**config.mk**
```make
export PLATFORM = sky130hd
export DESIGN_NAME = audio_run_frame_encoder
export DESIGN_NICKNAME = d
export VERILOG_FILES = /design/src/rtl/arfe_pkg.sv /design/src/rtl/arfe_ram.sv /design/src/rtl/arfe_queue.sv /design/src/rtl/arfe_front.sv /design/src/rtl/arfe_back.sv /design/src/rtl/audio_run_frame_encoder.sv
export VERILOG_INCLUDE_DIRS = /design/src /design/src/rtl
export SDC_FILE = /design/constraint.sdc
export NUM_CORES = 1
export LEC_CHECK = 0
export ABC_AREA = 1
export BUFFER_PORTS_ARGS = -buffer_cell sky130_fd_sc_hd__buf_2
export CAP_MARGIN = 40
export CELL_PAD_IN_SITES_DETAIL_PLACEMENT = 1
export CELL_PAD_IN_SITES_GLOBAL_PLACEMENT = 2
export CORE_ASPECT_RATIO = 1.1
export CORE_MARGIN = 2
export CORE_UTILIZATION = 45
export DETAILED_ROUTE_END_ITERATION = 8
export PLACE_DENSITY_LB_ADDON = 0.1
export REMOVE_ABC_BUFFERS = 1
export SYNTH_ARGS = -nofsm -noshare
export SYNTH_HDL_FRONTEND = slang
export SYNTH_SLANG_ARGS = --single-unit
```
**constraint.sdc**
```tcl
create_clock -name clk -period 17.6 [get_ports clk]
set_input_delay 3.52 -clock clk [delete_from_list [all_inputs] [get_ports clk]]
set_output_delay 3.52 -clock clk [all_outputs]
set_load 0.05 [all_outputs]
```
**src/rtl/assert_macros.svh**
```systemverilog
// Assertion macros for the audio run frame encoder.
// No dependencies; taken in by the files that assert.
`ifndef ASSERT_MACROS_SVH
`define ASSERT_MACROS_SVH

// property must hold at every edge out of reset
`define ARFE_ASSERT(lbl, clk_s, rst_s, prop, msg) \
    lbl: assert property (@(posedge clk_s) disable iff (!rst_s) prop) else $error(msg);

// condition must never be seen out of reset
`define ARFE_NEVER(lbl, clk_s, rst_s, cond, msg) \
    lbl: assert property (@(posedge clk_s) disable iff (!rst_s) !(cond)) else $error(msg);

`endif

```
**src/rtl/arfe_pkg.sv**
```systemverilog
// Shared types, codes and constants of the audio run frame encoder.
// No dependencies; used by every module of the block but arfe_ram.
package arfe_pkg;

    localparam int BLOCK_BYTES_DEF = 32;
    localparam int QUEUE_DEPTH     = 2;
    localparam int CFG_INDEX_W     = 3;
    localparam int CFG_DATA_W      = 16;
    localparam int SEQ_CNT_W       = 4;

    localparam logic [CFG_INDEX_W-1:0] REG_FORMAT_VERSION   = 3'd0;
    localparam logic [CFG_INDEX_W-1:0] REG_RATE_WORD        = 3'd1;
    localparam logic [CFG_INDEX_W-1:0] REG_CHANNEL_COUNT    = 3'd2;
    localparam logic [CFG_INDEX_W-1:0] REG_COMPRESSION_CODE = 3'd3;
    localparam logic [CFG_INDEX_W-1:0] REG_ADAPTIVE_CODE    = 3'd4;
    localparam logic [CFG_INDEX_W-1:0] REG_PLAIN_CODE       = 3'd5;
    localparam logic [CFG_INDEX_W-1:0] REG_TIME_ATTRIBUTE   = 3'd6;

    localparam logic [1:0] CMD_HEADER    = 2'd0;
    localparam logic [1:0] CMD_SAMPLE    = 2'd1;
    localparam logic [1:0] CMD_MARK_TIME = 2'd2;

    localparam logic [7:0] MAGIC_0 = 8'h20;
    localparam logic [7:0] MAGIC_1 = 8'h4E;
    localparam logic [7:0] MAGIC_2 = 8'h41;
    localparam logic [7:0] MAGIC_3 = 8'h46;

    localparam logic [SEQ_CNT_W-1:0] HEADER_BYTES = 4'd10;
    localparam logic [SEQ_CNT_W-1:0] TIME_BYTES   = 4'd12;
    localparam logic [SEQ_CNT_W-1:0] PLAIN_BYTES  = 4'd4;
    localparam logic [SEQ_CNT_W-1:0] PLAIN_SKIP   = 4'd2;

    typedef enum logic [1:0] {
        KIND_HEADER,
        KIND_TIME,
        KIND_ADAPT,
        KIND_PLAIN
    } kind_t;

    typedef struct packed {
        kind_t        kind;
        logic [15:0]  sample;
        logic         first;
        logic         last;
        logic [15:0]  len;
        logic [63:0]  utime;
    } job_t;

    typedef struct packed {
        logic [15:0] format_version;
        logic [15:0] rate_word;
        logic [7:0]  channel_count;
        logic [7:0]  compression_code;
        logic [7:0]  adaptive_code;
        logic [7:0]  plain_code;
        logic [15:0] time_attribute;
    } cfg_regs_t;

    typedef struct packed {
        logic full;
        logic empty;
    } queue_stat_t;

    typedef struct packed {
        logic busy;
        logic fill_at_limit;
    } back_stat_t;

    typedef enum logic [3:0] {
        S_IDLE,
        S_SEQ,
        S_DECIDE,
        S_APPEND,
        S_RUN_HIGH,
        S_RUN_FILL,
        S_RUN_ADDR,
        S_RUN_DATA
    } back_state_t;

endpackage

```
**src/rtl/arfe_ram.sv**
```systemverilog
// Generic simple dual-port RAM with registered read.
// No dependencies.
module arfe_ram #(
    parameter int WIDTH = 8,
    parameter int DEPTH = 32
) (
    input  logic                     clk,
    input  logic                     wr_en,
    input  logic [$clog2(DEPTH)-1:0] wr_addr,
    input  logic [WIDTH-1:0]         wr_data,
    input  logic                     rd_en,
    input  logic [$clog2(DEPTH)-1:0] rd_addr,
    output logic [WIDTH-1:0]         rd_data
);

    logic [WIDTH-1:0] mem [DEPTH];

    always_ff @(posedge clk)
    begin
        if (wr_en)
        begin
            mem[wr_addr] <= wr_data;
        end
        if (rd_en)
        begin
            rd_data <= mem[rd_addr];
        end
    end

endmodule

```
**src/rtl/arfe_queue.sv**
```systemverilog
// Short job queue between the front and the back of the encoder.
// Depends on arfe_pkg.
module arfe_queue (
    input  logic                  clk,
    input  logic                  rst_n,
    input  logic                  push,
    input  arfe_pkg::job_t        push_data,
    input  logic                  pop,
    output arfe_pkg::job_t        pop_data,
    output arfe_pkg::queue_stat_t stat
);

    localparam int D  = arfe_pkg::QUEUE_DEPTH;
    localparam int PW = (D > 1) ? $clog2(D) : 1;
    localparam int CW = $clog2(D + 1);

    arfe_pkg::job_t mem [D];

    logic [PW-1:0] wr_ptr_reg, wr_ptr_next;
    logic [PW-1:0] rd_ptr_reg, rd_ptr_next;
    logic [CW-1:0] count_reg, count_next;

    logic do_push;
    logic do_pop;

    assign stat.full  = (count_reg == CW'(D));
    assign stat.empty = (count_reg == '0);
    assign do_push    = push && !stat.full;
    assign do_pop     = pop && !stat.empty;
    assign pop_data   = mem[rd_ptr_reg];

    always_comb
    begin
        wr_ptr_next = wr_ptr_reg;
        rd_ptr_next = rd_ptr_reg;
        count_next  = count_reg;
        if (do_push)
        begin
            wr_ptr_next = (wr_ptr_reg == PW'(D - 1)) ? '0 : wr_ptr_reg + PW'(1);
        end
        if (do_pop)
        begin
            rd_ptr_next = (rd_ptr_reg == PW'(D - 1)) ? '0 : rd_ptr_reg + PW'(1);
        end
        if (do_push && !do_pop)
        begin
            count_next = count_reg + CW'(1);
        end
        else if (do_pop && !do_push)
        begin
            count_next = count_reg - CW'(1);
        end
    end

    always_ff @(posedge clk or negedge rst_n)
    begin
        if (!rst_n)
        begin
            wr_ptr_reg <= '0;
            rd_ptr_reg <= '0;
            count_reg  <= '0;
        end
        else
        begin
            wr_ptr_reg <= wr_ptr_next;
            rd_ptr_reg <= rd_ptr_next;
            count_reg  <= count_next;
        end
    end

    always_ff @(posedge clk)
    begin
        if (do_push)
        begin
            mem[wr_ptr_reg] <= push_data;
        end
    end

endmodule

```
**src/rtl/arfe_front.sv**
```systemverilog
// Front end: configuration registers, input beat acceptance and classification.
// Depends on arfe_pkg; feeds arfe_queue.
module arfe_front (
    input  logic                              clk,
    input  logic                              rst_n,
    input  logic                              cfg_valid,
    output logic                              cfg_ready,
    input  logic [arfe_pkg::CFG_INDEX_W-1:0]  cfg_index,
    input  logic [arfe_pkg::CFG_DATA_W-1:0]   cfg_data,
    input  logic                              s_axis_tvalid,
    output logic                              s_axis_tready,
    input  logic [95:0]                       s_axis_tdata,
    input  logic                              s_axis_tlast,
    input  logic [2:0]                        s_axis_tuser,
    input  arfe_pkg::queue_stat_t             q_stat,
    output logic                              q_push,
    output arfe_pkg::job_t                    q_data,
    output arfe_pkg::cfg_regs_t               cfg
);

    arfe_pkg::cfg_regs_t cfg_reg, cfg_next;

    logic [1:0] cmd;
    logic       keep;

    assign cfg_ready     = 1'b1;
    assign cfg           = cfg_reg;
    assign s_axis_tready = !q_stat.full;
    assign cmd           = s_axis_tuser[1:0];

    always_comb
    begin
        cfg_next = cfg_reg;
        if (cfg_valid)
        begin
            case (cfg_index)
                arfe_pkg::REG_FORMAT_VERSION:   cfg_next.format_version   = cfg_data;
                arfe_pkg::REG_RATE_WORD:        cfg_next.rate_word        = cfg_data;
                arfe_pkg::REG_CHANNEL_COUNT:    cfg_next.channel_count    = cfg_data[7:0];
                arfe_pkg::REG_COMPRESSION_CODE: cfg_next.compression_code = cfg_data[7:0];
                arfe_pkg::REG_ADAPTIVE_CODE:    cfg_next.adaptive_code    = cfg_data[7:0];
                arfe_pkg::REG_PLAIN_CODE:       cfg_next.plain_code       = cfg_data[7:0];
                arfe_pkg::REG_TIME_ATTRIBUTE:   cfg_next.time_attribute   = cfg_data;
                default:                        cfg_next = cfg_reg;
            endcase
        end
    end

    always_ff @(posedge clk or negedge rst_n)
    begin
        if (!rst_n)
        begin
            cfg_reg.format_version   <= 16'd1;
            cfg_reg.rate_word        <= 16'd8000;
            cfg_reg.channel_count    <= 8'd1;
            cfg_reg.compression_code <= 8'd1;
            cfg_reg.adaptive_code    <= 8'd1;
            cfg_reg.plain_code       <= 8'd0;
            cfg_reg.time_attribute   <= 16'd1;
        end
        else
        begin
            cfg_reg <= cfg_next;
        end
    end

    // adaptive wins over plain when both codes match
    always_comb
    begin
        keep          = 1'b0;
        q_data.kind   = arfe_pkg::KIND_HEADER;
        q_data.sample = s_axis_tdata[15:0];
        q_data.len    = s_axis_tdata[31:16];
        q_data.utime  = s_axis_tdata[95:32];
        q_data.first  = s_axis_tuser[2];
        q_data.last   = s_axis_tlast;
        case (cmd)
            arfe_pkg::CMD_HEADER:
            begin
                keep        = 1'b1;
                q_data.kind = arfe_pkg::KIND_HEADER;
            end
            arfe_pkg::CMD_MARK_TIME:
            begin
                keep        = 1'b1;
                q_data.kind = arfe_pkg::KIND_TIME;
            end
            arfe_pkg::CMD_SAMPLE:
            begin
                if (cfg_reg.compression_code == cfg_reg.adaptive_code)
                begin
                    keep        = 1'b1;
                    q_data.kind = arfe_pkg::KIND_ADAPT;
                end
                else if (cfg_reg.compression_code == cfg_reg.plain_code)
                begin
                    keep        = 1'b1;
                    q_data.kind = arfe_pkg::KIND_PLAIN;
                end
            end
            default:
            begin
                keep = 1'b0;
            end
        endcase
    end

    assign q_push = s_axis_tvalid && s_axis_tready && keep;

endmodule

```
**src/rtl/arfe_back.sv**
```systemverilog
// Back end: byte sequencer for header, time, plain and run output, with run store.
// Depends on arfe_pkg and arfe_ram; drains arfe_queue.
module arfe_back #(
    parameter int BLOCK_BYTES = arfe_pkg::BLOCK_BYTES_DEF
) (
    input  logic                  clk,
    input  logic                  rst_n,
    input  arfe_pkg::cfg_regs_t   cfg,
    input  arfe_pkg::queue_stat_t q_stat,
    input  arfe_pkg::job_t        q_data,
    output logic                  q_pop,
    output logic                  m_axis_tvalid,
    input  logic                  m_axis_tready,
    output logic [7:0]            m_axis_tdata,
    output logic                  m_axis_tlast,
    output arfe_pkg::back_stat_t  stat
);

    localparam int FW = $clog2(BLOCK_BYTES + 1);
    localparam int AW = $clog2(BLOCK_BYTES);
    localparam int CW = arfe_pkg::SEQ_CNT_W;

    function automatic logic [7:0] seq_byte(arfe_pkg::job_t j, arfe_pkg::cfg_regs_t c,
                                            logic [CW-1:0] n);
        logic [7:0] b;
        b = 8'h00;
        case (j.kind)
            arfe_pkg::KIND_HEADER:
            begin
                case (n)
                    4'd0:    b = arfe_pkg::MAGIC_0;
                    4'd1:    b = arfe_pkg::MAGIC_1;
                    4'd2:    b = arfe_pkg::MAGIC_2;
                    4'd3:    b = arfe_pkg::MAGIC_3;
                    4'd4:    b = c.format_version[15:8];
                    4'd5:    b = c.format_version[7:0];
                    4'd6:    b = c.rate_word[15:8];
                    4'd7:    b = c.rate_word[7:0];
                    4'd8:    b = c.channel_count;
                    4'd9:    b = c.compression_code;
                    default: b = 8'h00;
                endcase
            end
            arfe_pkg::KIND_TIME:
            begin
                case (n)
                    4'd2:    b = c.time_attribute[15:8];
                    4'd3:    b = c.time_attribute[7:0];
                    4'd4:    b = j.utime[63:56];
                    4'd5:    b = j.utime[55:48];
                    4'd6:    b = j.utime[47:40];
                    4'd7:    b = j.utime[39:32];
                    4'd8:    b = j.utime[31:24];
                    4'd9:    b = j.utime[23:16];
                    4'd10:   b = j.utime[15:8];
                    4'd11:   b = j.utime[7:0];
                    default: b = 8'h00;
                endcase
            end
            default:
            begin
                case (n)
                    4'd0:    b = j.len[15:8];
                    4'd1:    b = j.len[7:0];
                    4'd2:    b = j.sample[15:8];
                    4'd3:    b = j.sample[7:0];
                    default: b = 8'h00;
                endcase
            end
        endcase
        return b;
    endfunction

    arfe_pkg::back_state_t state_reg, state_next;
    arfe_pkg::job_t        work_reg;

    logic [CW-1:0] cnt_reg, cnt_next;
    logic [AW-1:0] idx_reg, idx_next;
    logic [FW-1:0] fill_reg, fill_next;
    logic [7:0]    high_reg, high_next;
    logic          then_append_reg, then_append_next;
    logic          final_run_reg, final_run_next;
    logic          tail_reg, tail_next;
    logic          out_valid_reg, out_valid_next;
    logic [7:0]    out_byte_reg, out_byte_next;
    logic          out_last_reg, out_last_next;

    logic          out_free;
    logic [7:0]    w_hi;
    logic [7:0]    w_lo;
    logic [FW-1:0] eff_fill;
    logic [7:0]    eff_high;
    logic          flush;
    logic [FW-1:0] new_fill;
    logic          tail;
    logic [CW-1:0] seq_end;
    logic          seq_last;
    logic          run_end;

    logic          ram_we;
    logic          ram_re;
    logic [7:0]    ram_rdata;

    assign out_free = !out_valid_reg || m_axis_tready;
    assign w_hi     = work_reg.sample[15:8];
    assign w_lo     = work_reg.sample[7:0];
    assign eff_fill = work_reg.first ? '0 : fill_reg;
    assign eff_high = work_reg.first ? w_hi : high_reg;
    assign flush    = (w_hi != eff_high) && (eff_fill != '0);
    assign new_fill = flush ? FW'(1) : eff_fill + FW'(1);
    assign tail     = work_reg.last || (new_fill == FW'(BLOCK_BYTES));
    assign run_end  = (FW'(idx_reg) == fill_reg - FW'(1));
    assign seq_last = (cnt_reg == seq_end - CW'(1));

    always_comb
    begin
        case (work_reg.kind)
            arfe_pkg::KIND_HEADER: seq_end = arfe_pkg::HEADER_BYTES;
            arfe_pkg::KIND_TIME:   seq_end = arfe_pkg::TIME_BYTES;
            default:               seq_end = arfe_pkg::PLAIN_BYTES;
        endcase
    end

    always_comb
    begin
        state_next = state_reg;
        case (state_reg)
            arfe_pkg::S_IDLE:
            begin
                if (!q_stat.empty)
                begin
                    state_next = (q_data.kind == arfe_pkg::KIND_ADAPT) ?
                                 arfe_pkg::S_DECIDE : arfe_pkg::S_SEQ;
                end
            end
            arfe_pkg::S_SEQ:
            begin
                if (out_free && seq_last)
                begin
                    state_next = arfe_pkg::S_IDLE;
                end
            end
            arfe_pkg::S_DECIDE:
            begin
                state_next = flush ? arfe_pkg::S_RUN_HIGH : arfe_pkg::S_APPEND;
            end
            arfe_pkg::S_APPEND:
            begin
                state_next = tail_reg ? arfe_pkg::S_RUN_HIGH : arfe_pkg::S_IDLE;
            end
            arfe_pkg::S_RUN_HIGH:
            begin
                if (out_free)
                begin
                    state_next = arfe_pkg::S_RUN_FILL;
                end
            end
            arfe_pkg::S_RUN_FILL:
            begin
                if (out_free)
                begin
                    state_next = arfe_pkg::S_RUN_ADDR;
                end
            end
            arfe_pkg::S_RUN_ADDR:
            begin
                state_next = arfe_pkg::S_RUN_DATA;
            end
            arfe_pkg::S_RUN_DATA:
            begin
                if (out_free)
                begin
                    if (run_end)
                    begin
                        state_next = then_append_reg ? arfe_pkg::S_APPEND : arfe_pkg::S_IDLE;
                    end
                    else
                    begin
                        state_next = arfe_pkg::S_RUN_ADDR;
                    end
                end
            end
            default:
            begin
                state_next = arfe_pkg::S_IDLE;
            end
        endcase
    end

    always_comb
    begin
        q_pop            = 1'b0;
        ram_we           = 1'b0;
        ram_re           = 1'b0;
        cnt_next         = cnt_reg;
        idx_next         = idx_reg;
        fill_next        = fill_reg;
        high_next        = high_reg;
        then_append_next = then_append_reg;
        final_run_next   = final_run_reg;
        tail_next        = tail_reg;
        out_valid_next   = out_valid_reg && !m_axis_tready;
        out_byte_next    = out_byte_reg;
        out_last_next    = out_last_reg;
        case (state_reg)
            arfe_pkg::S_IDLE:
            begin
                q_pop    = !q_stat.empty;
                cnt_next = (q_data.kind == arfe_pkg::KIND_PLAIN && !q_data.first) ?
                           arfe_pkg::PLAIN_SKIP : '0;
            end
            arfe_pkg::S_SEQ:
            begin
                if (out_free)
                begin
                    out_valid_next = 1'b1;
                    out_byte_next  = seq_byte(work_reg, cfg, cnt_reg);
                    out_last_next  = seq_last;
                    cnt_next       = cnt_reg + CW'(1);
                end
            end
            arfe_pkg::S_DECIDE:
            begin
                tail_next = tail;
                if (flush)
                begin
                    then_append_next = 1'b1;
                    final_run_next   = !tail;
                end
                else
                begin
                    then_append_next = 1'b0;
                    fill_next        = eff_fill;
                    high_next        = w_hi;
                end
            end
            arfe_pkg::S_APPEND:
            begin
                ram_we    = 1'b1;
                fill_next = fill_reg + FW'(1);
                if (tail_reg)
                begin
                    final_run_next   = 1'b1;
                    then_append_next = 1'b0;
                end
            end
            arfe_pkg::S_RUN_HIGH:
            begin
                if (out_free)
                begin
                    out_valid_next = 1'b1;
                    out_byte_next  = high_reg;
                    out_last_next  = 1'b0;
                end
            end
            arfe_pkg::S_RUN_FILL:
            begin
                if (out_free)
                begin
                    out_valid_next = 1'b1;
                    out_byte_next  = 8'(fill_reg);
                    out_last_next  = 1'b0;
                    idx_next       = '0;
                end
            end
            arfe_pkg::S_RUN_ADDR:
            begin
                ram_re = 1'b1;
            end
            arfe_pkg::S_RUN_DATA:
            begin
                if (out_free)
                begin
                    out_valid_next = 1'b1;
                    out_byte_next  = ram_rdata;
                    out_last_next  = final_run_reg && run_end;
                    if (run_end)
                    begin
                        fill_next = '0;
                        if (then_append_reg)
                        begin
                            high_next = w_hi;
                        end
                    end
                    else
                    begin
                        idx_next = idx_reg + AW'(1);
                    end
                end
            end
            default:
            begin
                q_pop = 1'b0;
            end
        endcase
    end

    always_ff @(posedge clk or negedge rst_n)
    begin
        if (!rst_n)
        begin
            state_reg       <= arfe_pkg::S_IDLE;
            cnt_reg         <= '0;
            idx_reg         <= '0;
            fill_reg        <= '0;
            high_reg        <= '0;
            then_append_reg <= 1'b0;
            final_run_reg   <= 1'b0;
            tail_reg        <= 1'b0;
            out_valid_reg   <= 1'b0;
        end
        else
        begin
            state_reg       <= state_next;
            cnt_reg         <= cnt_next;
            idx_reg         <= idx_next;
            fill_reg        <= fill_next;
            high_reg        <= high_next;
            then_append_reg <= then_append_next;
            final_run_reg   <= final_run_next;
            tail_reg        <= tail_next;
            out_valid_reg   <= out_valid_next;
        end
    end

    always_ff @(posedge clk)
    begin
        out_byte_reg <= out_byte_next;
        out_last_reg <= out_last_next;
        if (q_pop)
        begin
            work_reg <= q_data;
        end
    end

    arfe_ram #(
        .WIDTH (8),
        .DEPTH (BLOCK_BYTES)
    ) u_run_store (
        .clk     (clk),
        .wr_en   (ram_we),
        .wr_addr (fill_reg[AW-1:0]),
        .wr_data (w_lo),
        .rd_en   (ram_re),
        .rd_addr (idx_reg),
        .rd_data (ram_rdata)
    );

    assign m_axis_tvalid      = out_valid_reg;
    assign m_axis_tdata       = out_byte_reg;
    assign m_axis_tlast       = out_last_reg;
    assign stat.busy          = (state_reg != arfe_pkg::S_IDLE);
    assign stat.fill_at_limit = (fill_reg == FW'(BLOCK_BYTES));

endmodule

```
**src/rtl/audio_run_frame_encoder.sv**
```systemverilog
// Top level of the audio run frame encoder: front, job queue and back end.
// Depends on arfe_pkg, arfe_front, arfe_queue, arfe_back and assert_macros.svh.
//
// channel   dir  beat contents
// cfg       in   cfg_index (register), cfg_data (value), always ready
// s_axis    in   one command or sample; tlast = last of call, tuser = cmd, first
// m_axis    out  one byte of the encoded stream; tlast = final byte of the item
//
// Back end fetches a queued job in its idle state, then gives one byte a cycle for header,
// time and plain output while m_axis is ready; each run byte from the store passes an
// address and a data state (registered read). An adaptive sample that emits nothing
// passes idle, decide and append. Reset clears the run state; the run store needs no clearing pass.
// A stalled m_axis holds the sequencer while the two-entry queue keeps taking beats until full.
`include "assert_macros.svh"

module audio_run_frame_encoder #(
    parameter int BLOCK_BYTES = arfe_pkg::BLOCK_BYTES_DEF
) (
    input  logic                             clk,
    input  logic                             rst_n,
    input  logic                             cfg_valid,
    output logic                             cfg_ready,
    input  logic [arfe_pkg::CFG_INDEX_W-1:0] cfg_index,
    input  logic [arfe_pkg::CFG_DATA_W-1:0]  cfg_data,
    input  logic                             s_axis_tvalid,
    output logic                             s_axis_tready,
    input  logic [95:0]                      s_axis_tdata,  // sample, call_length, time_value
    input  logic                             s_axis_tlast,
    input  logic [2:0]                       s_axis_tuser,  // cmd, first_of_call
    output logic                             m_axis_tvalid,
    input  logic                             m_axis_tready,
    output logic [7:0]                       m_axis_tdata,  // out_byte
    output logic                             m_axis_tlast
);

    arfe_pkg::cfg_regs_t   cfg;
    arfe_pkg::queue_stat_t q_stat;
    arfe_pkg::job_t        push_data;
    arfe_pkg::job_t        pop_data;
    arfe_pkg::back_stat_t  b_stat;
    logic                  q_push;
    logic                  q_pop;

    arfe_front u_front (
        .clk           (clk),
        .rst_n         (rst_n),
        .cfg_valid     (cfg_valid),
        .cfg_ready     (cfg_ready),
        .cfg_index     (cfg_index),
        .cfg_data      (cfg_data),
        .s_axis_tvalid (s_axis_tvalid),
        .s_axis_tready (s_axis_tready),
        .s_axis_tdata  (s_axis_tdata),
        .s_axis_tlast  (s_axis_tlast),
        .s_axis_tuser  (s_axis_tuser),
        .q_stat        (q_stat),
        .q_push        (q_push),
        .q_data        (push_data),
        .cfg           (cfg)
    );

    arfe_queue u_queue (
        .clk       (clk),
        .rst_n     (rst_n),
        .push      (q_push),
        .push_data (push_data),
        .pop       (q_pop),
        .pop_data  (pop_data),
        .stat      (q_stat)
    );

    arfe_back #(
        .BLOCK_BYTES (BLOCK_BYTES)
    ) u_back (
        .clk           (clk),
        .rst_n         (rst_n),
        .cfg           (cfg),
        .q_stat        (q_stat),
        .q_data        (pop_data),
        .q_pop         (q_pop),
        .m_axis_tvalid (m_axis_tvalid),
        .m_axis_tready (m_axis_tready),
        .m_axis_tdata  (m_axis_tdata),
        .m_axis_tlast  (m_axis_tlast),
        .stat          (b_stat)
    );

    `ARFE_NEVER(a_queue_state, clk, rst_n, q_stat.full && q_stat.empty, "queue full and empty")
    `ARFE_ASSERT(a_pop_when_idle, clk, rst_n, q_pop |-> !b_stat.busy, "job popped while busy")
    `ARFE_ASSERT(a_block_flushed, clk, rst_n, !b_stat.busy |-> !b_stat.fill_at_limit, "full run left")

endmodule
```
; ---- Word level (Yosys, flattened, before mapping)
; Memory sizes are Yosys's and may differ from the RTL's. A register that Yosys moved wholly into a read port is not among the register bits.
; Cells that the tools add are included.
[op_classes]
addsub = 10
eq_ne = 49
mux = 69
n_reduce_logical = 55
[ops]
columns = op, n
row1 = $pmux W8 S10, 2
row2 = $mux W8, 9
row3 = $pmux W8 S4, 2
row4 = $eq A4 B3 Y1 const B, 8
row5 = $pmux W4 S8, 1
row6 = $pmux W8 S2, 2
row7 = $mux W6, 5
row8 = $mux W4, 7
row9 = $mux W1, 20
row10 = $ne A2 B1 Y1 const B, 10
row11 = $pmux W6 S3, 1
row12 = $reduce_and A2 Y1, 9
row13 = $eq A4 B2 Y1 const B, 4
row14 = $eq A4 B4 Y1 const B, 4
row15 = $eq A8 B8 Y1, 2
row16 = $pmux W4 S2, 2
row17 = $mux W5, 3
row18 = $reduce_and A5 Y1, 3
row19 = $mux W2, 7
row20 = $add A6 B1 Y6 const B, 2
row21 = $reduce_and A4 Y1, 3
row22 = $logic_and A1 B1 Y1, 11
row23 = $pmux W5 S2, 1
row24 = $reduce_bool A2 Y1, 5
row25 = other kinds (33), 60
[word_totals]
reg_bits = 224
ramBits = 456
in_bits = 124
output_inout_bits = 12
wordCells = 212
mem_count = 2
[memory_table]
columns = memory, words, width, read_ports, rd_ports_with_merged_regs, wr, line
row1 = u_back.u_run_store.mem, 32, 8, 1, 1, 1, arfe_ram.sv:16  ; logic [WIDTH-1:0] mem [DEPTH];
row2 = u_queue.mem, 2, 100, 1, 0, 1, arfe_queue.sv:17  ; arfe_pkg::job_t mem [D];

; ---- Logic depth before layout (Yosys ltp)
; Gate-level depths: netlist of the first run.
[depth]
depth_word = 10
ltp_mapped = 14
mapped_depth_nobuf = 14

; ---- Hierarchy
; Synthesis of the first run repeated with hierarchy kept, for this count alone.
[unflattened]
cells_unflattened = 2790
hier_area_um2 = 29956.2
[by_module_without_submodules]
columns = mod, instances, cells_each, area_each_um2, seq_area_each_um2
row1 = arfe_ram, 1, 922, 10866.7, 7927.6
row2 = arfe_queue, 1, 554, 7588.5, 6105.9
row3 = arfe_back, 1, 828, 7347.0, 4023.9
row4 = arfe_front, 1, 486, 4154.0, 2015.7

; ---- Worst setup path after synthesis of the first run
; OpenSTA, ideal clock, no wires.
[synth_path]
path_kind = input to register
startpoint = in s_axis_tuser[1]
endpoint = mem u_queue.mem[1][0] (netlist bit) (enable)
setup_ns = 0.559
t_arrival_ns = 8.100
required_ns = 17.041
setup_slack_ns = 8.941
stages = 6
path_buffers = 0
path_cell_list = inv_1 ha_1 nand2_1 nand2_1 nand2_1 nor2_1
[synth_via]
elab_chain_len = 7
word_cells_on_any_way = 9
cone_classes = 2 x eq/ne / 3 x mux / 4 x reduce/logical
[synth_rtl]
columns = element, line
row1 = "start, declared", audio_run_frame_encoder.sv:29  ; input logic [2:0] s_axis_tuser,
row2 = $eq A2 B2 Y1 / $logic_not A2 Y1 (equally long branches), arfe_front.sv:77  ; case (cmd)
row3 = $reduce_or A2 Y1 (no line), --
row4 = $pmux W1 S2 *, arfe_front.sv:77
row5 = $logic_and A1 B1 Y1 *, arfe_front.sv:108  ; assign q_push = s_axis_tvalid && s_axis_tready && keep;
row6 = $logic_and A1 B1 Y1 *, arfe_queue.sv:28  ; assign do_push = push && !stat.full;
row7 = $mux W1 *, arfe_queue.sv:73  ; if (do_push)
row8 = $mux W1 (not written as such) *, arfe_queue.sv:75  ; mem[wr_ptr_reg] <= push_data;
row9 = "end, declared", arfe_queue.sv:17
; Every way passes the cells marked *; elsewhere a longest branch is shown, timed or not.

; ---- Worst setup path in the final report of the first run
[layout_path]
startpoint = in s_axis_tuser[0]
endpoint = mem u_queue.mem[1][81] (netlist bit) (enable)
; Same word-level chain as after synthesis.

==> impl_metrics.tcl, run 1 <==
set metrics [dict create \
    worstMarginPinSlew_ns 0.9433 \
    vias 18800 \
    fmax_mhz 177.7 \
    critical-path-slowest-cell "buf_4" \
    area_growth_pct 13.80 \
    tns_ns 0 \
    synth.distinct_cells 42 \
    crit_path_frequent_cell "buf_4" \
    pwr-share-clk_pct 31.9 \
    rsz0062_at_grt "false" \
    synth_common_cells "nand2_1 (840), edfxtp_1 (573), nor2_1 (256)" \
    design_area_sq_um 32220 \
    yosysSeqAreaShare_pct 70.89 \
    antenna_found_initial 1 \
    hpwl_mm 50.61 \
    swShare_pct 30.25 \
    largest_reg_flops 256 \
    async_flop_share_pct 16.59 \
    start_util_pct 45.42 \
    setup_violations 0 \
    drv_cap 0 \
    cts_hold_buf 0 \
    p_leak_nw 12.74 \
    cts-htree-levels 3 \
    yosysTopAreaCell "edfxtp_1" \
    grt_max_degree 81 \
    cts_root_buffer "clkbuf_16" \
    p_per_area_nw_per_um2 145.8 \
    cp.arrival_ns 5.85 \
    synth-seq-cells 687 \
    grt.overflow.total 0 \
    drtAntennaViolNets 0 \
    slew_headroom_pct 36.88 \
    wirelength_mm 75.83 \
    wire_per_inst_microns 21.24 \
    placed_area_sq_um 29920 \
    critPathCaptureType "flop" \
    switchingPower_w 0.001422 \
    avgSynthCellArea_sq_um 11.16 \
    ys.flop_type "edfxtp_1" \
    worstSetupPathType "input pin to flop" \
    drtIter0Drc 986 \
    syn_inst 2538 \
    path_buf_inv 3 \
    place.gp.congestion 0.8469 \
    power.internal_w 0.003277 \
    status "finished clean" \
    yosys_warnings 0 \
    timing.hold.ws_ns 0.4834 \
    grt_usage_pct 23.74 \
    synth_area_sq_um 28320 \
    grt_pass1_vias 20150 \
    peakVddDrop_uv 87.04 \
    hold_viol 0 \
    critPathMaxStageDelay_ns 0.67 \
    cp_cell_sequence "buf_2 -> ha_1 -> nor2_1 -> nand2_1 -> nor2_4 -> buf_4 -> buf_4" \
    power_frac_comb_pct 18.8 \
    worstPathMaxFanout 51 \
    numCtsBuffers 71 \
    synth.area.top_cells "edfxtp_1 (61%), nand2_1 (11%), dfrtp_1 (9.1%)" \
    synth_top_area_share_pct 60.77 \
    crit_path_start_kind "input pin" \
    finClkSkew_ns 0.02320 \
    io_pins 136 \
    die-area_sq_um 64950 \
    via_per_inst 5.266 \
    clk_latency_ns 0.61 \
    grt_pass1_wl_mm 117.1 \
    hp-class "flop to flop" \
    fill_cells 6589 \
    critPathTopFamily "buffers and inverters" \
    post_cts_resized 0 \
    cts_setup_buffers 0 \
    cts_tree "built" \
    synth-edff-count 573 \
    yosysMostFrequentCell "nand2_1" \
    power_frac_seq_pct 49.3 \
    core_sq_um 62340 \
    period_share_pct 31.97 \
    die_y_microns 267.1 \
    drtPass1Iterations 5 \
    cts_sinks 687 \
    drive_gt1_share_pct 12.06 \
    clockBufferDepth 3 \
    worst_ep_required_time_ns 17.83 \
    fin_crit_ns 5.627 \
    layout.nets 2821 \
    clk_pin_slew_worst_paths_ns 0.06 \
    die_width_microns 243.2 \
    drv_slew 0 \
    rows 96 \
    drcViolationCount 0 \
    io_buffers 134 \
]
## power by group through the flow
stage / logic, W / registers [W] / clock network, W
floorplan: 0.000448 / 0.00244 / 0
global placement: 0.000859 / 0.00234 / 0
detailed placement: 0.000903 / 0.00235 / 0
CTS: 0.000911 / 0.00232 / 0.00153
global route: 0.000991 / 0.00234 / 0.00159
finish: 0.000882 / 0.00232 / 0.00150
## layer usage
| metal | vias up | GRT usage, % | part of all wire (%) |
|---|---|---|---|
| met2 | 327 | 43.71 | 53 |
| met5 | - | 0 | 0 |
| met1 | 9424 | 28.58 | 41 |
| met4 | 0 | 9.451 | 3.6 |
| li1 | 8919 | - | - |
| met3 | 131 | 2.465 | 2.9 |
## area by class of cell
class | instances | area, sq um | share of cell area [%]
Tap cell | 833 | 1042 | 3.234
Multi-Input combinational cell | 1614 | 7254 | 22.51
Inverter | 136 | 515.5 | 1.600
Clock inverter | 31 | 322.8 | 1.002
Sequential cell | 687 | 20080 | 62.33
Timing Repair Buffer | 171 | 1035 | 3.211
Clock buffer | 97 | 1967 | 6.104
Antenna cell | 1 | 2.502 | 0.007766
## per-stage QoR
stage	utilization, %	power (W)	instances	setup slack (ns)
after CTS	51.67	0.004762	3568	11.92
after detailed placement	48.00	0.003256	3440	11.31
final	51.69	0.004699	3570	11.97
after global routing	51.69	0.004922	3570	11.82
after floorplan	-	0.002886	2437	8.941
after global placement	47.70	0.003200	3426	11.35
## worst paths after layout
kind / from / cells after the start / to / slack, ns
min: u_front.cfg[48] / 2 / u_front.cfg[48] / 0.48
min reg2reg: u_front.cfg[48] / 2 / u_front.cfg[48] / 0.48
max: s_axis_tuser[0] / 7 / u_queue.mem[1][81] / 11.97
min in group asynchronous: rst_n / 1 / u_back.m_axis_tvalid / 2.88
max in group asynchronous: rst_n / 3 / u_front.cfg[54] / 13.61
max reg2reg: u_front.cfg[32] / 11 / u_queue.mem[1][81] / 14.06
## kinds of logic (layout without fill, tap and decap cells)
group	count (synthesis)	after routing	share of synthesized area [%]
adder cells (fa/ha/maj)	16	16	0.7070
other	1	2	0.01324
buffers and inverters	237	435	3.557
flip-flops	687	687	70.89
XOR/XNOR	28	28	0.8661
AO/OA/AOI/OAI	315	315	6.208
AND/OR/NAND/NOR	1254	1254	17.76
## placed cells by master, fill, tap and decap left out, types with 6 or more instances in the layout
cell,count
clkinv_1,9
buf_2,133
xor2_1,7
dfrtp_1,100
inv_1,117
o211ai_1,24
nand2_1,840
nand4_1,14
o221ai_1,12
nand3b_1,9
clkbuf_16,73
dfstp_2,11
nand3_1,108
edfxtp_1,573
o21ai_0,207
o22ai_1,28
ha_1,16
buf_4,30
bufinv_16,6
inv_2,15
clkinv_2,14
xnor2_1,21
o21ai_1,7
nor2_1,255
a21oi_1,23
clkbuf_1,19
## worst reg2reg max path, stage by stage (launching register included)
cell	delay (ns)
dfstp_2	0.58
xnor2_1	0.12
nand2_1	0.07
nor2_1	0.35
nand2_1	0.10
nand2_1	0.09
nand2_1	0.08
nand2_1	0.16
nand2_1	0.16
nor2_4	0.11
buf_4	0.58
buf_4	0.67
No activity file was read; power rests on OpenSTA's default activity.
==> inputs of run 2 (changes only) <==
--- a/config.mk
+++ b/config.mk
@@ -13,7 +13,7 @@
 export CELL_PAD_IN_SITES_GLOBAL_PLACEMENT = 2
 export CORE_ASPECT_RATIO = 1.1
 export CORE_MARGIN = 2
-export CORE_UTILIZATION = 45
+export CORE_UTILIZATION = 37
 export DETAILED_ROUTE_END_ITERATION = 8
 export PLACE_DENSITY_LB_ADDON = 0.1
 export REMOVE_ABC_BUFFERS = 1
==> constraint.sdc (replaced) <==
create_clock -name clk -period 4.6 [get_ports clk]
set_input_delay 0.92 -clock clk [delete_from_list [all_inputs] [get_ports clk]]
set_output_delay 0.92 -clock clk [all_outputs]
set_load 0.05 [all_outputs]
==> impl_metrics.tcl, run 2 (synthesis gave the netlist of run 1 again) <==
set metrics [dict create \
    worstPathMaxFanout 53 \
    die_y_microns 294.1 \
    cts_sinks 687 \
    wire_per_inst_microns 20.79 \
    grt_pass1_wl_mm 120.4 \
    fmax_mhz 329.6 \
    setup_violations 0 \
    rows 106 \
    grt_usage_pct 20.36 \
    final_cell_mix "nand2_1 (840), edfxtp_1 (573), nor2_1 (255), o21ai_0 (207), buf_2 (133)" \
    clk_latency_ns 0.63 \
    grt_max_degree 101 \
    cts_root_buffer "clkbuf_16" \
    p_leak_nw 12.75 \
    final_common_cell "nand2_1" \
    cts_setup_buffers 0 \
    hpwl_mm 51.65 \
    peakVddDrop_uv 400.9 \
    cts_tree "built" \
    wirelength_mm 78.55 \
    critPathCaptureType "flop" \
    io_buffers 134 \
    largest_reg_flops 256 \
    drv_slew 0 \
    design_area_sq_um 32530 \
    grt_pass1_vias 19660 \
    cts_hold_buf 0 \
    area_growth_pct 14.89 \
    vias 18570 \
    p_per_area_nw_per_um2 554.6 \
    drv_cap 0 \
    post_cts_resized 0 \
    finClkSkew_ns 0.02622 \
    layout.nets 2828 \
    period_share_pct 65.95 \
    clockBufferDepth 3 \
    drtAntennaViolNets 0 \
    place.gp.congestion 0.7936 \
    grt.overflow.total 0 \
    placed_area_sq_um 30200 \
    antenna_found_initial 4 \
    dpl.cell_count 3635 \
    io_pins 136 \
    numCtsBuffers 76 \
    die_width_microns 267.8 \
    rsz0062_at_grt "false" \
    drtIter0Drc 1046 \
    drtPass1Iterations 5 \
    clk_pin_slew_worst_paths_ns 0.06 \
    fill_cells 8324 \
    cp.arrival_ns 3.53 \
    worst_ep_required_time_ns 5.10 \
    worstMarginPinSlew_ns 0.9273 \
    status "finished clean" \
    cts-htree-levels 3 \
    core_sq_um 75860 \
    slew_headroom_pct 38.18 \
    worstSetupPathType "flop to flop" \
    fin_cells 3778 \
    die-area_sq_um 78760 \
    post-route-util_pct 42.88 \
    hold_viol 0 \
    via_per_inst 4.915 \
    start_util_pct 37.33 \
    fin_crit_ns 3.034 \
    drcViolationCount 0 \
    crit_path_start_kind "flop" \
    hp-class "input pin to asynchronous set/reset pin" \
    drive_gt1_share_pct 12.15 \
]
[run 2: changes by cell type in the layout (fill, tap and decap cells not counted), moves of 3 or more]
cell	previous run	this run
buf_4	30	33
clkbuf_1	19	27
clkbuf_16	73	76
clkbuf_8	5	1
[run 2: through the flow]
step,total power (W),setup WS (ns),hold slack (ns),TNS [ns]
2_1_floorplan,0.01084,-2.179,0.4419,-311.28
3_3_place_gp,0.01243,1.569,0.4525,0
3_5_place_dp,0.01253,1.542,0.4645,0
4_1_cts,0.01838,1.521,0.3306,0
5_1_grt,0.01898,1.275,0.3610,0
6_report,0.01804,1.566,0.3292,0
[run 2: final cells by class]
| cell class | instances | area (sq um) | area share [%] |
|---|---|---|---|
| sequential | 687 | 20080 | 61.73 |
| clock inverter | 35 | 300.3 | 0.9230 |
| inverter | 136 | 516.7 | 1.588 |
| timing repair buffer | 173 | 1071 | 3.292 |
| tap | 1026 | 1284 | 3.946 |
| antenna | 3 | 7.507 | 0.02308 |
| multi-input combinational | 1614 | 7254 | 22.30 |
| clock buffer | 104 | 2017 | 6.200 |
[run 2: metal layers]
layer	global-route usage (%)	wire length [microns]	part of all wire (%)	up-vias
met4	6.050	1761	2.2	0
met1	24.52	32540	41	9258
li1	-	-	-	8944
met5	0	0	0	-
met3	2.720	2532	3.2	99
met2	37.59	41720	53	269
[run 2: worst paths after layout]
| check | to | slack (ns) | cells after the start | startpoint |
|---|---|---|---|---|
| setup / recovery | u_back.state_reg[0] | 1.57 | 8 | u_queue.rd_ptr_reg |
| hold / removal | u_back.idx_reg[2] | 0.33 | 1 | rst_n |
| setup reg to reg | u_back.state_reg[0] | 1.57 | 8 | u_queue.rd_ptr_reg |
| hold reg to reg | u_queue.wr_ptr_reg | 0.47 | 2 | u_queue.wr_ptr_reg |
| max in group asynchronous | u_front.cfg[60] | 3.33 | 2 | rst_n |
| min in group clk | u_queue.wr_ptr_reg | 0.47 | 2 | u_queue.wr_ptr_reg |
[run 2: critical path, cell delays in order, from the launching register on]
cell and delay (ns):
dfrtp_4 0.78, clkinv_2 0.83, or2_2 0.58, o21ai_0 0.18, a21oi_1 0.13, a21oi_1 0.16, nand3_1 0.09, nand2_1 0.07
nand2_1 0.05
[run 2: where the power goes]
part           switching [W]  internal, W
clock                0.00247      0.00331
sequential          0.000532      0.00839
combinational        0.00256     0.000789
==> inputs of run 3 (changes only) <==
--- a/config.mk
+++ b/config.mk
@@ -13,7 +13,7 @@
 export CELL_PAD_IN_SITES_GLOBAL_PLACEMENT = 2
 export CORE_ASPECT_RATIO = 1.1
 export CORE_MARGIN = 2
-export CORE_UTILIZATION = 37
+export CORE_UTILIZATION = 41
 export DETAILED_ROUTE_END_ITERATION = 8
 export PLACE_DENSITY_LB_ADDON = 0.1
 export REMOVE_ABC_BUFFERS = 1
==> constraint.sdc (replaced) <==
create_clock -name clk -period 2.95 [get_ports clk]
set_input_delay 0.59 -clock clk [delete_from_list [all_inputs] [get_ports clk]]
set_output_delay 0.59 -clock clk [all_outputs]
set_load 0.05 [all_outputs]
==> impl_metrics.tcl, run 3 (synthesis gave the netlist of run 1 again) <==
set metrics [dict create \
    status "finished clean" \
    final_common_cell "nand2_1" \
    fin_crit_ns 2.662 \
    antenna_cells 0 \
    cts_setup_buffers 0 \
    die_y_microns 279.6 \
    cts-htree-levels 3 \
    setup_violations 0 \
    worstPathMaxFanout 14 \
    via_per_inst 5.066 \
    grt_pass1_wl_mm 120.9 \
    power_frac_comb_pct 18.6 \
    clk_latency_ns 0.63 \
    worst_ep_required_time_ns 3.32 \
    grt_pass1_vias 20180 \
    pwr-share-clk_pct 32.7 \
    cp.arrival_ns 3.03 \
    drv_cap 0 \
    cts_sinks 687 \
    area_growth_pct 16.17 \
    cts_root_buffer "clkbuf_16" \
    grt.met1_usage_pct 26.75 \
    finClkSkew_ns 0.03692 \
    wire_per_inst_microns 21.36 \
    core_sq_um 68750 \
    final_cell_mix "nand2_1 (840), edfxtp_1 (573), nor2_1 (255), o21ai_0 (207), buf_2 (133)" \
    drcViolationCount 0 \
    p_leak_nw 13.06 \
    hold_viol 0 \
    grtUsageMet3_pct 2.713 \
    die_width_microns 254.6 \
    power.internal_w 0.01986 \
    crit_path_start_kind "flop" \
    grt.overflow.total 0 \
    antenna_found_initial 0 \
    power_frac_seq_pct 48.7 \
    drtAntennaViolNets 0 \
    largest_reg_flops 256 \
    io_buffers 134 \
    hp-class "input pin to flop" \
    drtIter0Drc 937 \
    period_share_pct 90.25 \
    drv_slew 0 \
    clk_pin_slew_worst_paths_ns 0.06 \
    swShare_pct 30.42 \
    grt_max_degree 83 \
    fmax_mhz 375.6 \
    peakVddDrop_uv 492.8 \
    slew_headroom_pct 47.10 \
    drtPass1Iterations 4 \
    worstSetupPathType "flop to flop" \
    die-area_sq_um 71180 \
    worstMarginPinSlew_ns 0.7913 \
    cts_tree "built" \
    vias 18840 \
    layout.nets 2870 \
    rsz0062_at_grt "false" \
    p_per_area_nw_per_um2 867.5 \
    drive_gt1_share_pct 13.72 \
    post-route-util_pct 47.85 \
    place.gp.congestion 0.8100 \
    io_pins 136 \
    critPathCaptureType "flop" \
    start_util_pct 41.19 \
    use_met2_pct 42.15 \
    wirelength_mm 79.45 \
    numCtsBuffers 75 \
    clockBufferDepth 3 \
    hpwl_mm 53.15 \
    grt_usage_pct 22.65 \
    timing.hold.ws_ns 0.1521 \
    top_usage_layer "met2" \
    switchingPower_w 0.008679 \
    rows 101 \
    r2r_setup_slack_ns 0.29 \
]
## run 3: cell types whose count changed in the layout (fill, tap and decap cells not counted), sizes merged
| cell | delta |
|---|---|
| clkinv | +5 |
| diode | -3 |
| clkbuf | -7 |
| buf | +42 |
| dlygate4sd3 | +1 |
| bufinv | +2 |
## run 3: power groups by stage
| stage | combinational [W] | clock, W | sequential [W] |
|---|---|---|---|
| 2_1_floorplan | 0.00238 | 0 | 0.0138 |
| 3_3_place_gp | 0.00531 | 0 | 0.0141 |
| 3_5_place_dp | 0.00546 | 0 | 0.0141 |
| 4_1_cts | 0.00549 | 0.00957 | 0.0139 |
| 5_1_grt | 0.00598 | 0.00990 | 0.0141 |
| 6_report | 0.00531 | 0.00932 | 0.0139 |
## run 3: cell type report
cell class / instances / area (sq um)
clock buffer: 97 / 2052
clock inverter: 42 / 389.1
fill: 7505 / 35850
inverter: 136 / 515.5
multi-input combinational: 1614 / 7254
sequential: 687 / 20080
tap: 927 / 1160
timing repair buffer: 216 / 1441
## run 3: path summary, 6_finish.rpt
path,from,depth (start not counted),endpoint
setup / recovery,u_back.cnt_reg[0],10,u_back.m_axis_tdata[2]
hold / removal,s_axis_tdata[76],1,u_queue.mem[1][44]
setup reg to reg,u_back.cnt_reg[0],10,u_back.m_axis_tdata[2]
hold reg to reg,u_queue.count_reg[0],1,u_queue.count_reg[0]
max in group asynchronous,rst_n,3,u_front.cfg[57]
min in group asynchronous,rst_n,2,u_back.fill_reg[1]
## run 3: worst max-delay path, cell delays in order (launching register included)
cell	delay [ns]
dfrtp_1	0.45
inv_1	0.10
ha_1	0.27
nand3_1	0.57
o21ai_1	0.16
nor2_1	0.30
nand3b_1	0.22
nand2_1	0.13
nand3_1	0.08
nand2_1	0.07
inv_1	0.04
## run 3: metal layers
layer,wire (microns),vias up
li1,-,9031
met5,0,-
met1,32470,9415
met2,42450,272
met3,2107,121
met4,2423,0
## run 3: repair_timing
| action | in CTS | in global routing |
|---|---|---|
| setup endpoints to repair | 0 | 0 |
| gates resized for setup | 0 | 0 |
| hold buffers | 1 | 0 |
| endpoints found under the hold margin | 14 | 0 |
## run 3: through the flow
stage / area, sq um / std cells / setup TNS [ns] / power, W / setup WS, ns
6_report: 32890 / 3719 / 0 / 0.02854 / 0.2876
5_1_grt: 32890 / 3719 / 0 / 0.02994 / 0.1193
4_1_cts: 32890 / 3719 / 0 / 0.02901 / 0.2121
3_5_place_dp: 30440 / 3579 / 0 / 0.01960 / 0.2431
3_3_place_gp: 30420 / 3576 / 0 / 0.01941 / 0.2753
2_1_floorplan: 27820 / 2437 / -772.10 / 0.01622 / -3.829
